--- src/sv/svwap_pkg.sv ---
package svwap_pkg;

   localparam int PRICE_W = 24;              // price field width
   localparam int VOL_W   = 24;              // volume field width
   localparam int TAG_W   = 32;              // session tag width
   localparam int SUM_W   = PRICE_W + 2;     // high + low + close
   localparam int PROD_W  = SUM_W + VOL_W;   // typical sum times volume
   localparam int PV_W    = 64;              // price-volume running sum
   localparam int VS_W    = 48;              // volume running sum
   localparam int Q_W     = 32;              // quotient / vwap width

   typedef enum logic [2:0] {
      ST_IDLE,
      ST_MUL,
      ST_ACC,
      ST_LAUNCH,
      ST_DIV,
      ST_PUT
   } state_type;

   typedef struct packed {
      logic busy;
      logic done;
   } div_status_type;

endpackage

--- src/sv/svwap_div.sv ---
module svwap_div #(
   parameter int FRAC_BITS = 8
) (
   input  logic                            clock,
   input  logic                            reset,
   input  logic                            div_start,
   input  logic [svwap_pkg::PV_W-1:0]      div_num,
   input  logic [svwap_pkg::VS_W-1:0]      div_den,
   output logic [svwap_pkg::Q_W-1:0]       div_quot,
   output svwap_pkg::div_status_type       div_status
);
   import svwap_pkg::*;

   localparam int NUM_W = PV_W + FRAC_BITS;
   localparam int CNT_W = $clog2(Q_W);

   logic [NUM_W-1:0]  scaled;
   logic [VS_W-1:0]   head;
   logic [VS_W:0]     shifted;
   logic [VS_W+1:0]   diff;
   logic              fits;

   logic              busy_ff, busy_in;
   logic              done_ff, done_in;
   logic [VS_W-1:0]   rem_ff, rem_in;
   logic [VS_W-1:0]   den_ff, den_in;
   logic [Q_W-1:0]    low_ff, low_in;
   logic [Q_W-1:0]    quot_ff, quot_in;
   logic [CNT_W-1:0]  cnt_ff, cnt_in;

   // Quotient fits in Q_W bits exactly when the dividend's head is below the divisor.
   assign scaled  = NUM_W'(div_num) << FRAC_BITS;
   assign head    = VS_W'(scaled[NUM_W-1:Q_W]);
   assign shifted = {rem_ff, low_ff[Q_W-1]};
   assign diff    = {1'b0, shifted} - {2'b00, den_ff};
   assign fits    = (head < div_den);

   always_comb begin
      busy_in = busy_ff;
      done_in = 1'b0;
      rem_in  = rem_ff;
      den_in  = den_ff;
      low_in  = low_ff;
      quot_in = quot_ff;
      cnt_in  = cnt_ff;
      if (div_start) begin
         if (div_den == '0) begin
            quot_in = '0;
            done_in = 1'b1;
         end else if (!fits) begin
            quot_in = '1;
            done_in = 1'b1;
         end else begin
            busy_in = 1'b1;
            rem_in  = head;
            den_in  = div_den;
            low_in  = scaled[Q_W-1:0];
            quot_in = '0;
            cnt_in  = '0;
         end
      end else if (busy_ff) begin
         // One restoring step: bring down a bit, subtract if it fits.
         if (!diff[VS_W+1]) begin
            rem_in = diff[VS_W-1:0];
         end else begin
            rem_in = shifted[VS_W-1:0];
         end
         quot_in = {quot_ff[Q_W-2:0], !diff[VS_W+1]};
         low_in  = {low_ff[Q_W-2:0], 1'b0};
         cnt_in  = cnt_ff + CNT_W'(1);
         if (cnt_ff == CNT_W'(Q_W - 1)) begin
            busy_in = 1'b0;
            done_in = 1'b1;
         end
      end
   end

   always_ff @(posedge clock) begin
      if (reset) begin
         busy_ff <= 1'b0;
         done_ff <= 1'b0;
      end else begin
         busy_ff <= busy_in;
         done_ff <= done_in;
      end
   end

   always_ff @(posedge clock) begin
      rem_ff  <= rem_in;
      den_ff  <= den_in;
      low_ff  <= low_in;
      quot_ff <= quot_in;
      cnt_ff  <= cnt_in;
   end

   assign div_quot          = quot_ff;
   assign div_status.busy   = busy_ff;
   assign div_status.done   = done_ff;

   a_start_idle: assert property (@(posedge clock) disable iff (reset)
      div_start |-> !busy_ff)
      else $error("divider started while busy");

   a_done_not_busy: assert property (@(posedge clock) disable iff (reset)
      done_ff |-> !busy_ff)
      else $error("divider done while still iterating");

   a_rem_below_den: assert property (@(posedge clock) disable iff (reset)
      busy_ff |-> (rem_ff < den_ff))
      else $error("partial remainder not below divisor");

   a_last_step_done: assert property (@(posedge clock) disable iff (reset)
      (busy_ff && !div_start && cnt_ff == CNT_W'(Q_W - 1)) |=> done_ff)
      else $error("last division step did not finish");

endmodule

--- src/sv/session_vwap.sv ---
// session_vwap: volume weighted typical price with per-session restart.
//
// Input channel (req_): one market bar per item, high/low/close prices in
// ticks, volume and a session tag. Result channel (rsp_): one item per bar,
// vwap in Q24.8 (FRAC_BITS fraction bits) and the saturation flag.
// A first bar after reset, or a bar whose tag differs from the previous
// bar's, clears both running sums and the flag before the bar is added.
//
// Timing: a new bar is taken only once the previous result has been handed
// to the output register. Each bar goes through a bit-serial multiply (one
// volume bit per cycle) and then a restoring divider (one quotient bit per
// cycle). When the volume sum is zero or the quotient saturates, the divider
// finishes at once without iterating.
// A finished result waits in the output register while the next bar is
// accepted and worked on; a stalled receiver holds only the final handoff.
// Reset (synchronous, active high) empties the output register, returns to
// idle and forgets the previous session tag.
module session_vwap #(
   parameter int PRICE_BITS = 24,
   parameter int FRAC_BITS  = 8
) (
   input  logic                               clock,
   input  logic                               reset,
   input  logic                               req_valid,
   output logic                               req_ready,
   input  logic [svwap_pkg::PRICE_W-1:0]      req_high_price,
   input  logic [svwap_pkg::PRICE_W-1:0]      req_low_price,
   input  logic [svwap_pkg::PRICE_W-1:0]      req_close_price,
   input  logic [svwap_pkg::VOL_W-1:0]        req_volume,
   input  logic [svwap_pkg::TAG_W-1:0]        req_session_tag,
   output logic                               rsp_valid,
   input  logic                               rsp_ready,
   output logic [svwap_pkg::Q_W-1:0]          rsp_vwap,
   output logic                               rsp_saturated
);
   import svwap_pkg::*;

   localparam int MCNT_W = $clog2(VOL_W);
   localparam logic [PRICE_W-1:0] PRICE_MASK = {PRICE_W{1'b1}} >> (PRICE_W - PRICE_BITS);

   state_type            state_ff, state_in;
   logic                 accept;
   logic                 load_out;
   logic                 div_start;

   // bar registers
   logic [SUM_W-1:0]     mcand_ff;
   logic [PROD_W-1:0]    prod_ff, prod_in;
   logic [VOL_W-1:0]     vol_ff;
   logic [MCNT_W-1:0]    mul_cnt_ff;
   logic                 restart_ff;

   // session state
   logic                 seen_ff;
   logic [TAG_W-1:0]     prev_ff;
   logic [PV_W-1:0]      pv_ff, pv_in;
   logic [VS_W-1:0]      vs_ff, vs_in;
   logic                 sat_ff, sat_in;

   // output register
   logic                 rsp_valid_ff;
   logic [Q_W-1:0]       rsp_vwap_ff;
   logic                 rsp_sat_ff;

   logic [SUM_W-1:0]     typ_sum;
   logic [SUM_W:0]       mul_add;
   logic [PV_W-1:0]      pv_base;
   logic [VS_W-1:0]      vs_base;
   logic [PV_W:0]        pv_add;
   logic [VS_W:0]        vs_add;
   logic [VOL_W+1:0]     vs_term;

   logic [Q_W-1:0]       div_quot;
   div_status_type       div_status;

   // Control: next state and strobes.
   always_comb begin
      state_in  = state_ff;
      req_ready = 1'b0;
      div_start = 1'b0;
      load_out  = 1'b0;
      case (state_ff)
         ST_IDLE: begin
            req_ready = 1'b1;
            if (req_valid) begin
               state_in = ST_MUL;
            end
         end
         ST_MUL: begin
            if (mul_cnt_ff == MCNT_W'(VOL_W - 1)) begin
               state_in = ST_ACC;
            end
         end
         ST_ACC: begin
            state_in = ST_LAUNCH;
         end
         ST_LAUNCH: begin
            div_start = 1'b1;
            state_in  = ST_DIV;
         end
         ST_DIV: begin
            if (div_status.done) begin
               state_in = ST_PUT;
            end
         end
         ST_PUT: begin
            // hand over once the output register is free or being emptied
            if (!rsp_valid_ff || rsp_ready) begin
               load_out = 1'b1;
               state_in = ST_IDLE;
            end
         end
         default: begin
            state_in = ST_IDLE;
         end
      endcase
   end

   assign accept = req_valid && req_ready;

   always_ff @(posedge clock) begin
      if (reset) begin
         state_ff <= ST_IDLE;
      end else begin
         state_ff <= state_in;
      end
   end

   // Typical price sum of the masked prices.
   assign typ_sum = SUM_W'(req_high_price & PRICE_MASK)
                  + SUM_W'(req_low_price & PRICE_MASK)
                  + SUM_W'(req_close_price & PRICE_MASK);

   // Shift-add multiply: the low half of prod_ff starts as the volume and
   // shifts out one multiplier bit per cycle.
   assign mul_add = {1'b0, prod_ff[PROD_W-1:VOL_W]}
                  + (prod_ff[0] ? {1'b0, mcand_ff} : {(SUM_W + 1){1'b0}});
   assign prod_in = {mul_add, prod_ff[VOL_W-1:1]};

   // Accumulate with session restart and saturation.
   assign pv_base = restart_ff ? '0 : pv_ff;
   assign vs_base = restart_ff ? '0 : vs_ff;
   assign vs_term = {1'b0, vol_ff, 1'b0} + {2'b00, vol_ff};
   assign pv_add  = {1'b0, pv_base} + (PV_W + 1)'(prod_ff);
   assign vs_add  = {1'b0, vs_base} + (VS_W + 1)'(vs_term);

   always_comb begin
      sat_in = restart_ff ? 1'b0 : sat_ff;
      pv_in  = pv_add[PV_W-1:0];
      vs_in  = vs_add[VS_W-1:0];
      if (pv_add[PV_W]) begin
         pv_in  = '1;
         sat_in = 1'b1;
      end
      if (vs_add[VS_W]) begin
         vs_in  = '1;
         sat_in = 1'b1;
      end
   end

   always_ff @(posedge clock) begin
      if (reset) begin
         seen_ff <= 1'b0;
      end else if (accept) begin
         seen_ff <= 1'b1;
      end
   end

   always_ff @(posedge clock) begin
      if (accept) begin
         mcand_ff   <= typ_sum;
         prod_ff    <= PROD_W'(req_volume);
         vol_ff     <= req_volume;
         mul_cnt_ff <= '0;
         restart_ff <= !seen_ff || (req_session_tag != prev_ff);
         prev_ff    <= req_session_tag;
      end else if (state_ff == ST_MUL) begin
         prod_ff    <= prod_in;
         mul_cnt_ff <= mul_cnt_ff + MCNT_W'(1);
      end
      if (state_ff == ST_ACC) begin
         pv_ff  <= pv_in;
         vs_ff  <= vs_in;
         sat_ff <= sat_in;
      end
   end

   svwap_div #(
      .FRAC_BITS (FRAC_BITS)
   ) u_div (
      .clock      (clock),
      .reset      (reset),
      .div_start  (div_start),
      .div_num    (pv_ff),
      .div_den    (vs_ff),
      .div_quot   (div_quot),
      .div_status (div_status)
   );

   // Output register: load from the divider, drop once the item is taken.
   always_ff @(posedge clock) begin
      if (reset) begin
         rsp_valid_ff <= 1'b0;
      end else if (load_out) begin
         rsp_valid_ff <= 1'b1;
      end else if (rsp_ready) begin
         rsp_valid_ff <= 1'b0;
      end
   end

   always_ff @(posedge clock) begin
      if (load_out) begin
         rsp_vwap_ff <= div_quot;
         rsp_sat_ff  <= sat_ff;
      end
   end

   assign rsp_valid     = rsp_valid_ff;
   assign rsp_vwap      = rsp_vwap_ff;
   assign rsp_saturated = rsp_sat_ff;

   a_launch_idle_div: assert property (@(posedge clock) disable iff (reset)
      (state_ff == ST_LAUNCH) |-> !div_status.busy)
      else $error("divider launched while busy");

   a_zero_volume_zero_pv: assert property (@(posedge clock) disable iff (reset)
      (state_ff == ST_LAUNCH && vs_ff == '0) |-> (pv_ff == '0))
      else $error("price-volume sum nonzero with zero volume sum");

   a_done_in_div: assert property (@(posedge clock) disable iff (reset)
      div_status.done |-> (state_ff == ST_DIV))
      else $error("divider result outside the wait state");

   a_load_from_put: assert property (@(posedge clock) disable iff (reset)
      $rose(rsp_valid_ff) |-> $past(state_ff == ST_PUT))
      else $error("result appeared without a handoff");

endmodule

--- config.mk ---
export PLATFORM = sky130hd
export DESIGN_NAME = session_vwap
export DESIGN_NICKNAME = d
export VERILOG_FILES = /design/src/sv/svwap_pkg.sv /design/src/sv/svwap_div.sv /design/src/sv/session_vwap.sv
export SDC_FILE = /design/constraint.sdc
export NUM_CORES = 1
export LEC_CHECK = 0
export BUFFER_PORTS_ARGS = -buffer_cell sky130_fd_sc_hd__buf_2
export CAP_MARGIN = 20
export CORE_MARGIN = 8
export CORE_UTILIZATION = 30
export CTS_CLUSTER_SIZE = 12
export DETAILED_ROUTE_END_ITERATION = 10
export SLEW_MARGIN = 20
export SYNTH_ARGS = -nofsm -noshare
export SYNTH_HDL_FRONTEND = slang
export SYNTH_SLANG_ARGS = --single-unit
export TNS_END_PERCENT = 1
--- constraint.sdc ---
create_clock -name clock -period 20.5 [get_ports clock]
set_clock_uncertainty 0.1 [all_clocks]
set_input_delay 0 -clock clock [delete_from_list [all_inputs] [get_ports clock]]
set_output_delay 0 -clock clock [all_outputs]
set_load 0.02 [all_outputs]
# Word level (Yosys, flattened, before mapping)
# Index checks and enable logic that the tools add are counted.
# classes
reduce_logical	18
n_eq_ne	14
n_mux	44
magnitude_cmp	1
add_sub_neg	9
bitwise_logic	1
# op_table
operator	count
two-way mux 48 bit	6
two-way mux 32 bit	8
adder 64 x 50 -> 65 bit	1
two-way mux 64 bit	1
adder 25 x 24 -> 26 bit	2
subtractor 49 x 48 -> 50 bit	1
adder 48 x 26 -> 49 bit	1
zero test 48 bit	1
less-than comparator 40 x 48 -> 1 bit	1
two-way mux 24 bit	2
inequality test 32 bit	1
adder 26 x 26 -> 27 bit	1
two-way mux 26 bit	1
adder 24 x 24 -> 25 bit	1
two-way mux 5 bit	4
case mux 3 bit (6 select lines)	1
two-way mux 1 bit	17
two-way mux 3 bit	4
adder 5 x 1 -> 5 bit, second input constant	2
equality test 5 bit, second input constant	2
inequality test 2 bit, second input constant	4
equality test 3 x 2 -> 1 bit, second input constant	2
equality test 3 bit, second input constant	2
AND reduction 3 bit	2
12 further kinds	19
# word_totals
input_bits	132
elab_cells	109
ff_bits	456
output_inout_bits	35

# Longest topological paths before layout
# Gate-level depths: netlist of run 1.
# depth
depth_word	5
depth_mapped	18
depth_no_buf	17

# Modules after synthesis
# A second synthesis of run 1 with hierarchy kept.
# hier_totals
cells_unflattened	2956
area_unflattened_um2	29826.1
# by_module_without_submodules
module	seq_area_each_um2	area_each_um2	cells_each	instances
session_vwap	8318.0	19251.0	1867	1
svwap_div	4754.6	10575.1	1089	1

# Worst setup path before layout of run 1
# Ideal clock, no wire load.
# synth_timing
path_kind	reg2reg
start	reg state_ff[1]
end	reg sat_ff, enable pin
path_stages_with_launch	4
t_arrival_ns	9.312
setup_ns	0.318
setup_slack_ns	10.771
period_less_slack_ns	9.729
n_path_buf	1
path_cell_list	dfxtp_1 -> clkbuf_1 -> nor3b_1 -> o21a_1
# synth_between
elab_chain_len	2
# synth_lines
element	line	source
from (decl)	session_vwap.sv:41	state_type state_ff, state_in;
from (signal assigned)	session_vwap.sv:125	state_ff <= state_in;
equality test 3 x 2 -> 1 bit	session_vwap.sv:181	if (state_ff == ST_ACC) begin
AND reduction 2 bit (no line)	--	
to (signal assigned)	session_vwap.sv:184	sat_ff <= sat_in;
to (decl)	session_vwap.sv:58	logic sat_ff, sat_in;
# Every way passes these cells.
# A chain may end at the register's enable or synchronous reset.

# Worst setup path in the final report of run 1
# layout_timing
start	reg restart_ff
end	reg sat_ff, enable pin
# layout_between
elab_chain_len	4
# layout_lines
element	line	source
from (decl)	session_vwap.sv:51	logic restart_ff;
from (signal assigned)	session_vwap.sv:175	restart_ff <= !seen_ff || (req_session_tag != prev_ff);
two-way mux 64 bit or two-way mux 48 bit (tied branches)	session_vwap.sv:141, session_vwap.sv:142	
adder 64 x 50 -> 65 bit or adder 48 x 26 -> 49 bit (tied branches)	session_vwap.sv:144, session_vwap.sv:145	
nonzero test 3 bit (no line) (*)	--	
AND reduction 2 bit (no line) (*)	--	
# Every way passes the cells marked *; elsewhere a longest branch is shown, timed or not.

==> summary.md, run 1 <==
| Metric | Value |
|---|---|
| Area delta synth->final | 18.0% |
| Post-DP HPWL | 56800 um |
| Final ANT Viol Nets | 0 |
| Gr ovfl total | 0 |
| Layout cell share with drive strength beyond 1 | 9.88% |
| Sink Count | 448 |
| Critical path's largest stage delay | approximately 0.66 ns |
| Largest net degree at the start of global routing | 70 |
| Number of synthesized flops with an enable pin | 410 |
| Max Fclk | 179 MHz |
| Overall Power | roughly 0.0026 W |
| Filler Cells Inserted | 9740 |
| Async set or reset register ratio after synthesis | 0% |
| Worst slew margin | 34.1% |
| CP startpoint kind | flop |
| Worst Path Arrival | between 5 and 6 ns |
| NumNets Final | 3588 |
| Commonest cells post-synth | edfxtp_1, nand2_1, a21oi_1 |
| Syn_nets | ~3300 |
| Hold/Removal Path Class | primary input to flop |
| Worst Slack Setup Final | 14.92 ns |
| Number of distinct library cells after synthesis | 90 |
| Least-Margin Pin Slew | 0.982 ns |
| Crit. End Element | flop |
| Power per cell area | 74.7 nW/um^2 |
| Total track usage | between 10% and 20% |
| Mean Syn Cell Area | 10.0 um^2 |
| Wirelength per Cell | between 15 and 20 um |
| Setup Total Neg Slack | 0 ns |
| Row cnt | 114 |
| Slew Viols, Final | 0 |
| Flops & latches, synth | ~450 |
| Initial antenna violation count | 8 |
| Gate Count Post-Synth | ~2900 |
| Drt first-iter violations | 1641 |
| Top post-synthesis cells by area | edfxtp_1, ha_1, nand2_1 |
| Vias in the first global route | 22100 |
| Die Area | ~110000 um^2 |
| CP Max Fanout | 55 |
| CP cell instances | buf_4 -> buf_4 -> nor2_1 -> fa_1 -> ha_1 -> a21oi_1 -> o21ai_0 -> a21o_1 -> a2111o_1 -> a2111oi_4 -> o31a_2 -> nor3_2 -> nand2_2 -> nand2b_1 -> o21a_1 |
| Ys Warns | 0 |
| Leak | ~14 nW |
| Routed vias | 22500 |
| Delay-heaviest family, CP | compound AO/OA/AOI/OAI gates |
| Number of CTS-inserted buffers | 52 |
| Main synth FF type | edfxtp_1 |
| RSZ-0062 raised after global routing | no |
| DRC errors left | 0 |
| WS Path Type | flop to flop |
| Tcrit/Tclk final | 27.2% |
| DRT Pass-1 Iters | 5 |
| Placed Instances | 4273 |
| Tmin final | 5.58 ns |
| Area leader, netlist | edfxtp_1 |
| Post-Route WL | 77300 um |
| Final Non-Filler Cells | around 4500 |
| Chip Width | approximately 330 um |
| Max IR drop VDD | 0.0000564 V |
| Starting density of the core | 30.3% |
| Count leader, synth | edfxtp_1 |
| Final hold violations | 0 |
| H-tree levels | 2 |
| Share of the synthesized area in the top cell type | 42.0% |
| Core Box Area | approximately 97000 um^2 |
| Gp weighted congestion | just under 0.9 |
| CTS tree | yes |
| CP required | ~21 ns |
| Clock Latency Late Sink | roughly 0.62 ns |
| # setup viols final | 0 |
| Area of the mapped netlist | 29300 um^2 |
| WP buf/inv | 2 |
| Clock-pin slew on the worst setup and hold paths | roughly 0.06 ns |
| Clock Tree Root | clkbuf_16 |
| PostCTS Resize Cnt | 0 |
| Vias per cell | 4.99 |
| Die H | 329 um |
| Longest Clk Path Bufs | 3 |
| Sequential area share after synthesis | 44.6% |
| I/O Buffers | 166 |
| Slowest cell on crit path | nand2_2 |
| Pre-CTS setup slack | ~15 ns |
| Crit-path most repeated cell | buf_4 |
| Max-cap viol count | 0 |
| First-pass GRT wire length | 121000 um |
| Ports | 167 |
| Status | finished clean |
[power by group]
| part | switching (W) | total [W] | internal, W |
|---|---|---|---|
| clock network | 0.000393 | 0.000968 | 0.000575 |
| logic | 0.000275 | 0.000513 | 0.000239 |
| registers | 0.0000439 | 0.00110 | 0.00106 |
[metal layers]
metal	GRT usage (%)	routed length, um
met5	0	13
met4	3.23	1500
met3	2.16	3930
met2	22.9	35800
met1	18.9	36000
[cell families (layout without fill, tap and decap cells)]
logic type | Yosys count | after routing | synth area share, %
XOR/XNOR | 205 | 205 | 6.13
AO/OA/AOI/OAI | 741 | 741 | 16.3
AND/OR/NAND/NOR | 979 | 979 | 15.9
other | 0 | 4 | 0
multiplexers | 16 | 16 | 0.551
buffers and inverters | 261 | 571 | 3.71
flip-flops | 448 | 448 | 44.6
adder cells (fa/ha/maj) | 268 | 268 | 12.8
[per-stage QoR]
step / area [um^2] / util (%) / hold slack [ns]
after floorplan: 29300 / - / -0.0309
after CTS: 34600 / 35.7 / 0.00239
after detailed placement: 31400 / 32.5 / 0.0944
after global routing: 34600 / 35.8 / 0.0179
after global placement: 31400 / 32.5 / 0.0948
final: 34600 / 35.8 / 0.0146
[worst min-delay path: cells and delay by family]
family,cells,cell delay [ns]
fa+ha+maj,2,0.41
buf+inv,1,0.08
xor+xnor,1,0.07
[registers in the layout, summed over array words and instances, names as in the netlist, 5 cells and up]
register        count
u_div.cnt_ff        5
mul_cnt_ff          5
mcand_ff           26
rsp_vwap           32
u_div.div_quot     32
pv_ff              64
prod_ff            50
u_div.den_ff       48
vol_ff             24
vs_ff              48
prev_ff            32
u_div.low_ff       24
u_div.rem_ff       48
[cell type report]
cell class                 count  area, um^2  area share [%]
antenna                        4        10.0          0.0289
inverter                     157         593            1.72
clock inverter                23         284           0.821
timing repair buffer         320        2330            6.74
tap                         1276        1600            4.62
sequential                   448       13100            37.8
clock buffer                  71        1500            4.32
multi-input combinational   2209       15200            43.9
[cells in the final DEF (no fill, tap or decap), types with 17 or more instances in the layout]
cell type      netlist  final
edfxtp_1           410    410
nand2_1            370    367
a21oi_1            227    227
ha_1               216    216
nor2_1             198    197
buf_2               12    166
inv_1              156    153
dlygate4sd3_1        0    137
a21o_1             135    135
xnor2_1            132    132
o21ai_0            130    130
nor2b_1             79     78
xor2_1              73     73
nand3_1             58     57
nand4_1             54     54
clkbuf_16            0     54
fa_1                52     52
and2_1              47     47
dfxtp_1             38     38
nor3_1              36     35
a31oi_1             32     32
o21bai_1            30     30
o21a_1              29     29
and3_1              29     28
o21ai_1             27     27
nor4_1              26     26
nand2b_1            25     25
a211oi_1            17     17
buf_4                6     17
[final timing paths]
| kind | start | to | slack (ns) | cells after the start |
|---|---|---|---|---|
| setup / recovery | restart_ff | sat_ff | 14.92 | 15 |
| hold / removal | req_close_price[2] | mcand_ff[3] | 0.01 | 4 |
| setup reg to reg | restart_ff | sat_ff | 14.92 | 15 |
| hold reg to reg | u_div.div_quot[31] | rsp_vwap[31] | 0.32 | 0 |
[repair_timing]
item	in CTS	in global routing
endpoints found under the hold margin	113	0
hold buffers	137	0
setup buffers	0	0
No activity file was read; power rests on OpenSTA's default activity.
==> run 2: changes to the inputs <==
==> constraint.sdc (replaced) <==
create_clock -name clock -period 5 [get_ports clock]
set_clock_uncertainty 0.1 [all_clocks]
set_input_delay 0 -clock clock [delete_from_list [all_inputs] [get_ports clock]]
set_output_delay 0 -clock clock [all_outputs]
set_load 0.02 [all_outputs]
==> summary.md, run 2 (synthesis gave the netlist of run 1 again) <==
| Metric | Value |
|---|---|
| Status | finished clean |
| I/O Buffers | 166 |
| Post-DP HPWL | 58600 um |
| First-pass GRT wire length | 123000 um |
| Initial antenna violation count | 5 |
| Worst Path Arrival | 4.94 ns |
| Slew Viols, Final | 0 |
| Gp weighted congestion | 0.888 |
| Commonest non-fill, non-tap cell in the layout | edfxtp_1 |
| Crit. End Element | flop |
| Area delta synth->final | 19.1% |
| WS Path Type | primary input to flop |
| Row cnt | between 100 and 150 |
| Post-Route WL | 78600 um |
| Clock Latency Late Sink | 0.62 ns |
| Max-cap viol count | 0 |
| CP Max Fanout | 4 |
| DRT Pass-1 Iters | 5 |
| Die Area | about 110000 um^2 |
| Gr ovfl total | 0 |
| Vias in the first global route | roughly 22000 |
| Clock-pin slew on the worst setup and hold paths | 0.06 ns |
| # setup viols final | 0 |
| Final hold violations | 0 |
| Most flops, register | pv_ff |
| Ports | approximately 170 |
| Starting density of the core | between 30% and 40% |
| Max Fclk | 213 MHz |
| Pre-CTS setup slack | 0.493 ns |
| Tmin final | between 4 and 5 ns |
| Hold/Removal Path Class | primary input to flop |
| Layout cell share with drive strength beyond 1 | 10.6% |
| Sink Count | 448 |
| Power per cell area | 301 nW/um^2 |
| Final ANT Viol Nets | 0 |
| RSZ-0062 raised after global routing | no |
| CTS tree | yes |
| Leak | 14.4 nW |
| DRC errors left | 0 |
| Worst slew margin | between 30% and 40% |
| Setup Total Neg Slack | 0 ns |
| Core Box Area | 96700 um^2 |
| Max IR drop VDD | approximately 0.00024 V |
| Largest net degree at the start of global routing | 114 |
| NumNets Final | ~3600 |
| Clock Tree Root | clkbuf_16 |
| Vias per cell | 4.97 |
| Most frequent cells in the layout | edfxtp_1, nand2_1, a21oi_1 |
| Total track usage | 14.0% |
| Drt first-iter violations | 1475 |
| Number of CTS-inserted buffers | between 50 and 60 |
| Chip Width | 329 um |
| Longest Clk Path Bufs | 3 |
| Routed vias | about 23000 |
| Overall Power | 0.0105 W |
| Wirelength per Cell | 17.3 um |
| Worst Slack Setup Final | 0.307 ns |
| H-tree levels | 2 |
| Largest registers | pv_ff: 64 flops, prod_ff: 50 flops |
| Tcrit/Tclk final | 93.9% |
| Max reg flops | 64 |
| CP required | 5.25 ns |
| CP startpoint kind | primary input |
| Die H | 329 um |
| Least-Margin Pin Slew | 0.946 ns |
==> run 2: changes by cell type in the layout (fill, tap and decap cells not counted), sizes merged <==
| cell | previous run | this run |
|---|---|---|
| buf | 183 | 204 |
| dlygate4sd3 | 137 | 147 |
| bufinv | 5 | 3 |
| clkinvlp | 1 | 3 |
| diode | 4 | 2 |
| clkinv | 16 | 17 |
==> run 2: path summary, 6_finish.rpt <==
kind,start,to,slack [ns],depth (start not counted)
worst max register to register,restart_ff,vs_ff[37],0.49,18
worst min-delay path,req_volume[14],vol_ff[14],0.03,2
worst min register to register,u_div.div_quot[31],rsp_vwap[31],0.33,0
worst max-delay path,req_close_price[1],mcand_ff[23],0.31,16
==> run 2: stage by stage <==
step / std cells / util [%] / hold WS (ns) / area (um^2)
floorplan: 2918 / - / -0.0309 / 29300
global placement: 4294 / 32.7 / 0.0955 / 31700
detailed placement: 4294 / 32.7 / 0.0983 / 31700
CTS: 4536 / 36.1 / 0.000570 / 34900
global route: 4538 / 36.1 / 0.00185 / 34900
finish: 4538 / 36.1 / 0.0258 / 34900
==> run 2: timing repair <==
item	in CTS	in global routing
gates resized for setup	0	1
hold buffers	147	0
endpoints found under the hold margin	123	0
endpoints found under the setup margin	0	1
setup buffers	0	0
==> run 2: critical path, stage by stage <==
cell and delay (ns):
dlygate4sd3_1 0.53, buf_2 0.12, fa_1 0.43, dlygate4sd3_1 0.58, ha_1 0.23, fa_1 0.45, a21o_1 0.19, a21oi_1 0.27
o21ai_1 0.15, a41oi_2 0.31, or3_1 0.21, a31oi_1 0.13, or4_1 0.42, a31oi_1 0.27, xnor2_1 0.09, dlygate4sd3_1 0.55
==> run 2: area by class of cell <==
type	count	area, um^2
Antenna cell	2	5.00
Clock buffer	71	1510
Clock inverter	24	238
Fill cell	9679	61800
Inverter	157	592
Multi-Input combinational cell	2209	15200
Sequential cell	448	13100
Tap cell	1276	1600
Timing Repair Buffer	351	2680
==> run 2: where the power goes <==
part | internal, W | total [W] | switching, W | leakage [nW]
Clock | 0.00227 | 0.00386 | 0.00159 | 0.854
Combinational | 0.000988 | 0.00213 | 0.00114 | 9.52
Sequential | 0.00434 | 0.00451 | 0.000172 | 4.08
==> run 2: routing by layer <==
metal	wire [um]	part of all wire [%]	vias up	GRT usage (%)
met5	0	0	-	0
met3	4690	6.0	116	2.18
met1	36300	46	10700	19.2
met4	1970	2.5	0	4.02
li1	-	-	11200	-
met2	35700	45	603	23.0
